$ cat config.mk
export PLATFORM = sky130hd
export DESIGN_NAME = bmhq_cell
export DESIGN_NICKNAME = d
export VERILOG_FILES = /design/src/hdl/bmhq_pkg.sv /design/src/hdl/bmhq_cell.sv
export SDC_FILE = /design/constraint.sdc
export NUM_CORES = 1
export LEC_CHECK = 0
export BUFFER_PORTS_ARGS = -buffer_cell sky130_fd_sc_hd__buf_2
export CORE_AREA = 4 4 117 119
export CTS_BUF_LIST = sky130_fd_sc_hd__clkbuf_4
export CTS_CLUSTER_DIAMETER = 120
export CTS_CLUSTER_SIZE = 14
export DETAILED_ROUTE_END_ITERATION = 8
export DIE_AREA = 0 0 121 123
export PLACE_DENSITY = 0.77
export SETUP_SLACK_MARGIN = 0.5
export SYNTH_ARGS = -nofsm -noshare
export SYNTH_HDL_FRONTEND = slang
export SYNTH_SLANG_ARGS = --single-unit
$ cat constraint.sdc
create_clock -name clk -period 8.7 [get_ports clk]
set_clock_uncertainty 0.2 [all_clocks]
set_input_delay 0.87 -clock clk [delete_from_list [all_inputs] [get_ports clk]]
set_output_delay 0.87 -clock clk [all_outputs]
set_load 0.01 [all_outputs]
$ cat src/hdl/bmhq_pkg.sv
`default_nettype none

package bmhq_pkg;

    localparam int KEY_W = 32;

    typedef logic signed [KEY_W-1:0] key_t;

    typedef enum logic
    {
        OP_INSERT = 1'b0,
        OP_REMOVE = 1'b1
    } op_t;

    typedef enum logic [1:0]
    {
        ST_DONE  = 2'd0,
        ST_FULL  = 2'd1,
        ST_EMPTY = 2'd2
    } status_t;

    typedef enum logic [1:0]
    {
        S_IDLE,
        S_LAUNCH,
        S_RUN,
        S_HOLD
    } state_t;

    function automatic logic key_gt(input key_t a, input key_t b);
        return a > b;
    endfunction

endpackage

`default_nettype wire

$ cat src/hdl/bmhq_cell.sv
`default_nettype none

// One heap level: holds the 2**LEVEL entries of that level.
module bmhq_cell
    import bmhq_pkg::*;
#(
    parameter int LEVEL = 0,
    parameter int CW    = 11
)
(
    input  wire logic          clk,
    input  wire logic          rst_n,
    input  wire logic          tok_in_valid,
    input  wire op_t           tok_in_op,
    input  wire key_t          tok_in_key,
    input  wire logic [CW-1:0] tok_in_pos,
    input  wire logic [CW-1:0] tok_in_aux,
    output logic               tok_out_valid,
    output op_t                tok_out_op,
    output key_t               tok_out_key,
    output logic [CW-1:0]      tok_out_pos,
    output logic [CW-1:0]      tok_out_aux,
    input  wire logic          wbi_en,
    input  wire logic [CW-1:0] wbi_idx,
    input  wire key_t          wbi_key,
    output logic               wbo_en,
    output logic [CW-1:0]      wbo_idx,
    output key_t               wbo_key,
    input  wire logic          fetch_en,
    input  wire logic [CW-1:0] fetch_idx,
    output key_t               fetch_key,
    output logic               done
);

    localparam int AW    = (LEVEL == 0) ? 1 : LEVEL;
    localparam int DEPTH = 2 ** AW;

    key_t mem [DEPTH];

    key_t          rda_reg;
    key_t          rdb_reg;
    logic          h_valid_reg;
    op_t           h_op_reg;
    key_t          h_key_reg;
    logic [CW-1:0] h_pos_reg;
    logic [CW-1:0] h_aux_reg;
    logic [AW-1:0] h_idx_reg;

    logic          out_valid_reg;
    op_t           out_op_reg;
    key_t          out_key_reg;
    logic [CW-1:0] out_pos_reg;
    logic [CW-1:0] out_aux_reg;

    logic [CW-1:0] shifted;
    logic [AW-1:0] idx_ins;
    logic [AW-1:0] idx_l;
    logic [AW-1:0] idx_f;
    logic [AW-1:0] addr_a;
    logic [AW-1:0] addr_b;
    logic [AW-1:0] h_idx_next;

    logic [CW-1:0] glob;
    logic          present_l;
    logic          present_r;
    logic          pick_r;
    logic          swap;
    key_t          child;
    logic [AW-1:0] cidx;

    logic          we;
    key_t          wkey;
    logic          fwd;
    key_t          fkey;
    logic [CW-1:0] fpos;

    // read side
    always_comb
    begin
        shifted    = tok_in_pos >> (tok_in_aux - CW'(LEVEL));
        idx_ins    = (LEVEL == 0) ? '0 : shifted[AW-1:0];
        idx_l      = AW'({tok_in_pos, 1'b0});
        idx_f      = (LEVEL == 0) ? '0 : fetch_idx[AW-1:0];
        h_idx_next = (tok_in_op == OP_INSERT) ? idx_ins : idx_l;
        addr_a     = fetch_en ? idx_f : h_idx_next;
        addr_b     = idx_l | AW'(1);
    end

    // decide side
    always_comb
    begin
        glob      = CW'(h_idx_reg) | (CW'(1) << LEVEL);
        present_l = glob <= h_aux_reg;
        present_r = glob < h_aux_reg;
        pick_r    = present_r && key_gt(rdb_reg, rda_reg);
        child     = pick_r ? rdb_reg : rda_reg;
        cidx      = h_idx_reg | AW'(pick_r);
        swap      = present_l && key_gt(child, h_key_reg);

        we      = 1'b0;
        wkey    = h_key_reg;
        fwd     = 1'b0;
        fkey    = h_key_reg;
        fpos    = h_pos_reg;
        wbo_en  = 1'b0;
        wbo_idx = h_pos_reg;
        wbo_key = h_key_reg;
        done    = 1'b0;

        if (h_valid_reg)
        begin
            if (h_op_reg == OP_INSERT)
            begin
                if (h_aux_reg == CW'(LEVEL))
                begin
                    we   = 1'b1;
                    done = 1'b1;
                end
                else
                begin
                    fwd = 1'b1;
                    if (key_gt(h_key_reg, rda_reg))
                    begin
                        we   = 1'b1;
                        fkey = rda_reg;
                    end
                end
            end
            else if (LEVEL == 0)
            begin
                fwd = 1'b1;
            end
            else
            begin
                wbo_en  = 1'b1;
                wbo_key = swap ? child : h_key_reg;
                if (swap)
                begin
                    fwd  = 1'b1;
                    fpos = CW'(cidx);
                end
                else
                begin
                    done = 1'b1;
                end
            end
        end
    end

    always_ff @(posedge clk)
    begin
        rda_reg <= mem[addr_a];
        rdb_reg <= mem[addr_b];
        if (wbi_en)
        begin
            mem[wbi_idx[AW-1:0]] <= wbi_key;
        end
        else if (we)
        begin
            mem[h_idx_reg] <= wkey;
        end
    end

    always_ff @(posedge clk or negedge rst_n)
    begin
        if (!rst_n)
        begin
            h_valid_reg   <= 1'b0;
            out_valid_reg <= 1'b0;
        end
        else
        begin
            h_valid_reg   <= tok_in_valid;
            out_valid_reg <= fwd;
        end
    end

    always_ff @(posedge clk)
    begin
        h_op_reg    <= tok_in_op;
        h_key_reg   <= tok_in_key;
        h_pos_reg   <= tok_in_pos;
        h_aux_reg   <= tok_in_aux;
        h_idx_reg   <= h_idx_next;
        out_op_reg  <= h_op_reg;
        out_key_reg <= fkey;
        out_pos_reg <= fpos;
        out_aux_reg <= h_aux_reg;
    end

    assign tok_out_valid = out_valid_reg;
    assign tok_out_op    = out_op_reg;
    assign tok_out_key   = out_key_reg;
    assign tok_out_pos   = out_pos_reg;
    assign tok_out_aux   = out_aux_reg;
    assign fetch_key     = rda_reg;

endmodule

`default_nettype wire

### Word level (Yosys, flattened, before mapping)

Memory sizes are Yosys's and may differ from the RTL's. A register that Yosys moved wholly into a read port is not among the register bits.
Cells that the tools add are included.

| cells by class | value |
|---|---|
| order comparisons | 1 |
| multiplexer cells | 22 |
| reductions and logical operators | 2 |

Operators by type and width:

| operator | number |
|---|---|
| two-way mux 32 bit | 5 |
| greater-than comparator 32 bit | 1 |
| OR reduction 32 bit | 1 |
| two-way mux 1 bit | 17 |
| logical NOT 11 bit | 1 |

| storage, ports and cells | value |
|---|---|
| register bits after elaboration | 112 |
| RAM bits | 64 |
| memories kept | 1 |

Memory list:

| name | words | width | read ports | clocked after Yosys merged registers in | write ports | line | RTL |
|---|---|---|---|---|---|---|---|
| mem | 2 | 32 | 1 | 1 | 1 | bmhq_cell.sv:38 | `key_t mem [DEPTH];` |

### Depth between registers and ports, before layout

Gate-level depths: netlist of run 1.

| depth | value |
|---|---|
| word-level depth | 10 |
| mapped depth | 10 |

### Worst setup path after synthesis of run 1

Ideal clock, no wire load.

| path | value |
|---|---|
| path kind | register to register |
| from | register rda_reg[31] (netlist: fetch_key[31]), read port of mem |
| to | memory mem[0][0] (netlist bit) (enable) |
| setup time | 0.657 ns |
| data arrival time | 3.182 ns |
| required time | 7.843 ns |
| setup slack | 4.660 ns |
| stages on the path, launching flop included | 11 |
| path buffers | 1 |
| clock period less this slack | 4.040 ns |
| cell sequence | dfxtp_1 -> inv_1 -> ha_1 -> nand4_1 -> nor2_1 -> a221oi_1 -> nor3b_2 -> o32ai_1 -> a211oi_4 -> buf_6 -> o21ai_0 |

| between the ends | value |
|---|---|
| longest elaborated chain between the ends | 10 |
| elaborated cells on any way between the ends | 11 |
| those cells by class | order compare (1); mux (9); reduce/logical (1) |

Ends and longest elaborated chain:

| element | line | RTL |
|---|---|---|
| start: declaration | bmhq_cell.sv:40 | `key_t rda_reg;` |
| greater-than comparator 32 bit (*) | bmhq_pkg.sv:31 | `return a > b;` |
| two-way mux 1 bit (*) | bmhq_cell.sv:122 | `if (key_gt(h_key_reg, rda_reg))` |
| two-way mux 1 bit (*) | bmhq_cell.sv:114 | `if (h_aux_reg == CW'(LEVEL))` |
| two-way mux 1 bit (*) | bmhq_cell.sv:112 | `if (h_op_reg == OP_INSERT)` |
| two-way mux 1 bit (*) | bmhq_cell.sv:110 | `if (h_valid_reg)` |
| two-way mux 1 bit (*) | bmhq_cell.sv:158 | `else if (we)` |
| two-way mux 1 bit (*) | bmhq_cell.sv:154 | `if (wbi_en)` |
| two-way mux 1 bit (not written as such) (*) | bmhq_cell.sv:160 | `mem[h_idx_reg] <= wkey;` |
| OR reduction 32 bit (no line) | n/a |  |
| two-way mux 1 bit (no line) | n/a |  |
| end: declaration | bmhq_cell.sv:38 |  |

Every way passes the cells marked *; elsewhere a longest branch is shown, timed or not.

### Worst setup path after layout of run 1

| path | value |
|---|---|
| from | register rda_reg[31] (netlist: fetch_key[31]), read port of mem |
| to | memory mem[0][19] (netlist bit) (enable) |

The elaborated chain is that of the path after synthesis.

==> results of run 1 <==
[cell usage in the layout, fill, tap and decap left out, types with 5 or more instances in the layout]
cell,count
buf_2,223
dfxtp_1,142
mux2_2,51
inv_1,33
ha_1,32
edfxtp_1,32
clkbuf_4,17
a21oi_1,13
mux2_1,13
nand4_1,8
nand3_1,7
nand2_1,5
nor2_1,5
inv_8,5
[kinds of logic after synthesis]
group | after synthesis
flops | 176
mux | 64
buf+inv | 40
simple gates | 37
fa+ha+maj | 32
compound gates | 28
other cells | 1
[layout make-up]
cell class / count / share of cell area (%)
repair buffers: 226 / 15.8
flip-flops and latches: 176 / 53.5
clock inverters: 15 / 2.68
inverters: 33 / 1.72
diodes: 1 / 0.0348
well taps: 172 / 2.99
clock buffers: 17 / 1.77
multi-input cells: 162 / 21.4
[critical path, stage by stage, from the launching register on]
cell,delay (ns)
dfxtp_1,0.36
inv_1,0.05
ha_1,0.35
nand4_1,0.22
nor2_1,0.07
a221oi_1,0.24
nor3b_2,0.41
o32ai_1,0.21
a211oi_4,0.79
buf_4,0.42
o21ai_4,0.34
[metrics by stage]
stage          utilization [%]  instances  setup WS (ns)  total power, W
6_report                  57.3        802           4.65         0.00157
5_1_grt                   57.3        802           4.13         0.00165
4_1_cts                   57.3        801           4.44         0.00159
3_5_place_dp              54.6        768           4.46         0.00110
3_3_place_gp              54.6        768           4.49         0.00110
2_1_floorplan                -        378           4.66         0.00102
[worst max path at each step]
stage | endpoint | slack (ns) | cells past startpoint
6_report | mem[0][19] | 4.65 | 10
5_1_grt | mem[0][16] | 4.13 | 10
4_1_cts | mem[0][19] | 4.44 | 10
3_5_place_dp | mem[0][1] | 4.46 | 10
3_3_place_gp | mem[0][13] | 4.49 | 10
2_1_floorplan | mem[0][0] | 4.66 | 10
[power groups by stage]
stage,registers [W],clock network (W),logic (W)
finish,0.000913,0.000486,0.000168
global route,0.000921,0.000541,0.000187
CTS,0.000914,0.000506,0.000172
detailed placement,0.000932,0,0.000171
global placement,0.000929,0,0.000167
floorplan,0.000949,0,0.0000721
[what timing repair did]
| action | 4_1_cts | 5_1_grt |
|---|---|---|
| endpoints found under the hold margin | 2 | 0 |
| gates resized for setup | 0 | 0 |
| hold buffers | 1 | 0 |
[routing by layer]
metal	up-vias	share of wire [%]	global-route usage, %
met4	0	1.2	4.46
met5	-	0	0
met3	11	9.3	7.27
li1	1812	-	-
met1	1696	38	17.2
met2	153	51	28.7
==> impl_metrics.env, run 1 <==
export IMPL_hold_viol_final=0
export IMPL_yosys_warnings=0
export IMPL_design_core_area_um2=12600
export IMPL_post_route_period_util_pct=46.5
export IMPL_peakVddDrop_v=0.000197
export IMPL_synth_edf_count=32
export IMPL_setup_viol=0
export IMPL_clkLatencyLatePin_ns=0.54
export IMPL_end_kind="register"
export IMPL_clockBufferDepth=2
export IMPL_worstMarginPinSlew_ns=1.08
export IMPL_p_sw_share_pct=26.1
export IMPL_intPower_w=0.00116
export IMPL_cts_htree_levels=4
export IMPL_clk_pin_slew_ns=0.14
export IMPL_grt_max_degree=33
export IMPL_post_cts_repair_setup_buffers=0
export IMPL_clkSinkCount=176
export IMPL_final_max_slew_viol_count=0
export IMPL_dieArea_um2=14900
export IMPL_min_to="fetch_key[19]"
export IMPL_grt_overflow=0
export IMPL_synth_top_family_by_area="multiplexers"
export IMPL_layout_nets=762
export IMPL_cts_buffers_inserted=17
export IMPL_ys_seq_area_share_pct=69.0
export IMPL_multiInputGateArea_um2=1540
export IMPL_synthMuxAreaShare_pct=12.9
export IMPL_synthDominantCellAreaShare_pct=50.9
export IMPL_critPathRequiredTime_ns=8.68
export IMPL_remaining_drc_errors=0
export IMPL_p_per_area_nw_per_um2=218
export IMPL_hold_path_class="register to register"
export IMPL_antenna_found_initial=1
export IMPL_yosys_top_cells_area="dfxtp_1, edfxtp_1, mux2_2, ha_1, mux2_1"
export IMPL_fillCellCount=1019
export IMPL_switching_power_w=0.000410
export IMPL_cts_root_buf="clkbuf_4"
export IMPL_cp_arrival_ns=4.03
export IMPL_syn_nets=524
export IMPL_die_h_um=123
export IMPL_start_util_pct=44.4
export IMPL_synthFlopType="dfxtp_1"
export IMPL_grt_pass1_vias=3875
export IMPL_power_frac_comb_pct=10.7
export IMPL_hold_path_depth=0
export IMPL_clockPowerShare_pct=31.0
export IMPL_fp_dieW_um=121
export IMPL_startpoint="fetch_key[31]"
export IMPL_io_buffers=223
export IMPL_seqPwrFrac_pct=58.3
export IMPL_status="complete, no violations"
export IMPL_drv_cap=0
export IMPL_dp_hpwl_um=9240
export IMPL_placed_area_um2=6870
export IMPL_synth_compound_area_share_pct=3.49
export IMPL_critPathLaunchType="register"
export IMPL_drt_iter0_drc=105
export IMPL_row_count=41
export IMPL_num_vias=3672
export IMPL_fin_hold_ws_ns=0.152
export IMPL_synth_most_common_cell="dfxtp_1"
export IMPL_ff2ff_path_depth=10
export IMPL_r2r_slack_ns=4.65
export IMPL_hp_start="mem[0][19]"
export IMPL_rr_endpoint="mem[0][19]"
export IMPL_wl_um=11800
export IMPL_synth_simple_area_share_pct=3.81
export IMPL_drive_gt1_share_pct=49.8
export IMPL_cts_tree="done"
export IMPL_synth_xor_xnor_area_share_pct=0
export IMPL_grt_pass1_wl_um=18500
export IMPL_dr_pass1_iters=4
export IMPL_wl_per_cell_um=14.8
export IMPL_crit_type="register to register"
export IMPL_regArea_um2=3850
export IMPL_syn_avg_cell_area_um2=14.8
export IMPL_synth_seq_cells=176
export IMPL_p_leak_nw=3.38
export IMPL_ios=247
export IMPL_synth_area_um2=5590
export IMPL_yosysTopAreaCell="dfxtp_1"
export IMPL_grt_total_usage_pct=16.1
export IMPL_max_freq_mhz=247
export IMPL_relSlewSlack_pct=27.7
export IMPL_final_area_um2=7200
export IMPL_avgViaCountPerCell=4.58
export IMPL_ys_types=33
export IMPL_synth_async_reset_ratio_pct=1.14
export IMPL_rsz0062_at_grt="no"
export IMPL_rr_startpoint="fetch_key[31]"
export IMPL_gp_congestion=0.755
export IMPL_critPathMaxFanout=32
export IMPL_syn_inst=378
export IMPL_ant_nets=0
export IMPL_areaGrowthSynthToFinish_pct=28.9
export IMPL_min_period_ns=4.05
export IMPL_netlist_top_cells_count="dfxtp_1, mux2_2, inv_1"
export IMPL_setup_tns_ns=0
export IMPL_yosys_area_share_adder_pct=7.17
Note: power is estimated with default switching activity, not from simulation.
==> run 2: changes to the inputs <==
clock period = 3.76 ns   (was 8.7 ns; I/O delays follow)
==> run 2 against run 1 <==
Hold slack got worse by 0.0045 ns. First-iteration DRC count increased by 54%. Routed wire length increased by 23%. Power increased by 130%. Sequential power increased by 130%. Highest routed layer unchanged.
==> impl_metrics.env, run 2 (synthesis gave the netlist of run 1 again) <==
export IMPL_status="complete, no violations"
export IMPL_ios=247
export IMPL_cts_tree="done"
export IMPL_hold_path_class="register to register"
export IMPL_critPathLaunchType="register"
export IMPL_final_area_um2=8260
export IMPL_die_h_um=123
export IMPL_dr_pass1_iters=4
export IMPL_rsz0062_at_grt="no"
export IMPL_relSlewSlack_pct=55.9
export IMPL_hold_viol_final=0
export IMPL_cts_buffers_inserted=17
export IMPL_drt_iter0_drc=162
export IMPL_setup_viol=0
export IMPL_num_vias=4175
export IMPL_crit_top_cell="buf_4"
export IMPL_start_util_pct=44.4
export IMPL_peakVddDrop_v=0.000486
export IMPL_grt_max_degree=29
export IMPL_final_util_pct=65.7
export IMPL_critPathSlowestCell="ha_2"
export IMPL_final_cells=902
export IMPL_wl_per_cell_um=16.1
export IMPL_clkSinkCount=176
export IMPL_grt_overflow=0
export IMPL_slowest_delay_ns=0.39
export IMPL_grt_pass1_vias=4498
export IMPL_post_route_period_util_pct=84.1
export IMPL_layout_commonest_cell="buf_2"
export IMPL_antenna_found_initial=0
export IMPL_p_per_area_nw_per_um2=446
export IMPL_grt_total_usage_pct=19.5
export IMPL_path_cells="inv_1 -> ha_2 -> nand4_1 -> buf_4 -> a2111oi_4 -> nor3b_4 -> buf_4 -> a211oi_4 -> buf_4 -> clkbuf_16 -> mux2_1"
export IMPL_ant_nets=0
export IMPL_placed_area_um2=6900
export IMPL_p_leak_nw=3.83
export IMPL_max_freq_mhz=316
export IMPL_critPathMaxFanout=14
export IMPL_avgViaCountPerCell=4.63
export IMPL_drv_cap=0
export IMPL_wl_um=14500
export IMPL_dpl_cell_count=770
export IMPL_end_kind="register"
export IMPL_row_count=41
export IMPL_grt_pass1_wl_um=22200
export IMPL_layout_nets=862
export IMPL_cp_arrival_ns=3.30
export IMPL_cts_htree_levels=4
export IMPL_dp_hpwl_um=9330
export IMPL_clk_pin_slew_ns=0.15
export IMPL_crit_type="register to register"
export IMPL_gp_congestion=0.745
export IMPL_design_core_area_um2=12600
export IMPL_clockBufferDepth=2
export IMPL_io_buffers=223
export IMPL_critPathRequiredTime_ns=3.90
export IMPL_cts_root_buf="clkbuf_4"
export IMPL_worstMarginPinSlew_ns=0.659
export IMPL_areaGrowthSynthToFinish_pct=47.8
export IMPL_final_max_slew_viol_count=0
export IMPL_remaining_drc_errors=0
export IMPL_drive_gt1_share_pct=45.5
export IMPL_mostFrequentLayoutCells="buf_2, dfxtp_1, dlygate4sd3_1, mux2_2, inv_1"
export IMPL_fp_dieW_um=121
export IMPL_min_period_ns=3.16
export IMPL_fin_hold_ws_ns=0.148
export IMPL_clkLatencyLatePin_ns=0.58
export IMPL_setup_tns_ns=0
export IMPL_dieArea_um2=14900
==> run 2: timing repair <==
| item | in CTS | in global routing |
|---|---|---|
| buffers inserted | 0 | 7 |
| pin swaps | 0 | 8 |
| setup endpoints to repair | 60 | 96 |
| endpoints found under the hold margin | 90 | 0 |
| gates cloned | 1 | 1 |
| hold buffers | 90 | 0 |
| gates resized for setup | 6 | 10 |
==> run 2: layout make-up <==
cell class	instances	area, um2
diodes	1	2.50
clock buffers	17	128
clock inverters	15	159
fillers	909	4310
inverters	33	124
multi-input cells	163	1640
flip-flops and latches	176	3850
well taps	172	215
repair buffers	325	2140
==> run 2: metal layers <==
layer / GRT usage (%) / share of wire [%] / up-vias / wire length, um
met5: 0 / 0 / - / 0
met4: 8.22 / 1.9 / 0 / 276
met3: 5.99 / 7.2 / 23 / 1050
met2: 36.2 / 54 / 170 / 7840
met1: 20.4 / 37 / 1963 / 5360
li1: - / - / 2019 / -
==> run 2: final timing paths <==
| kind | depth (start not counted) | to | startpoint | slack, ns |
|---|---|---|---|---|
| setup / recovery | 11 | mem[0][16] | fetch_key[31] | 0.60 |
| hold / removal | 0 | fetch_key[18] | mem[0][18] | 0.15 |
| setup reg to reg | 11 | mem[0][16] | fetch_key[31] | 0.60 |
| hold reg to reg | 0 | fetch_key[18] | mem[0][18] | 0.15 |
| max in group asynchronous | 3 | h_valid_reg | rst_n | 2.76 |
| min in group asynchronous | 3 | tok_out_valid | rst_n | 0.48 |
==> run 2: report_power, final <==
group / internal [W] / switching, W / total (W) / leakage [nW]
Sequential: 0.00205 / 0.0000611 / 0.00212 / 1.52
Combinational: 0.000267 / 0.000232 / 0.000499 / 2.14
Clock: 0.000362 / 0.000703 / 0.00107 / 0.162
Total: 0.00268 / 0.000996 / 0.00368 / 3.83
==> run 2: critical path, delay by kind of cell, from the launching register on <==
kind	cells	cell delay [ns]
adder cells (fa/ha/maj)	1	0.39
AND/OR/NAND/NOR	2	0.34
flip-flops	1	0.37
AO/OA/AOI/OAI	2	0.49
buffers and inverters	5	0.79
multiplexers	1	0.34
==> run 2: per-stage QoR <==
| step | total power (W) | worst slack, ns |
|---|---|---|
| floorplan | 0.00236 | 0.676 |
| global placement | 0.00254 | 0.417 |
| detailed placement | 0.00256 | 0.432 |
| CTS | 0.00370 | 0.512 |
| global route | 0.00387 | 0.468 |
| finish | 0.00368 | 0.600 |
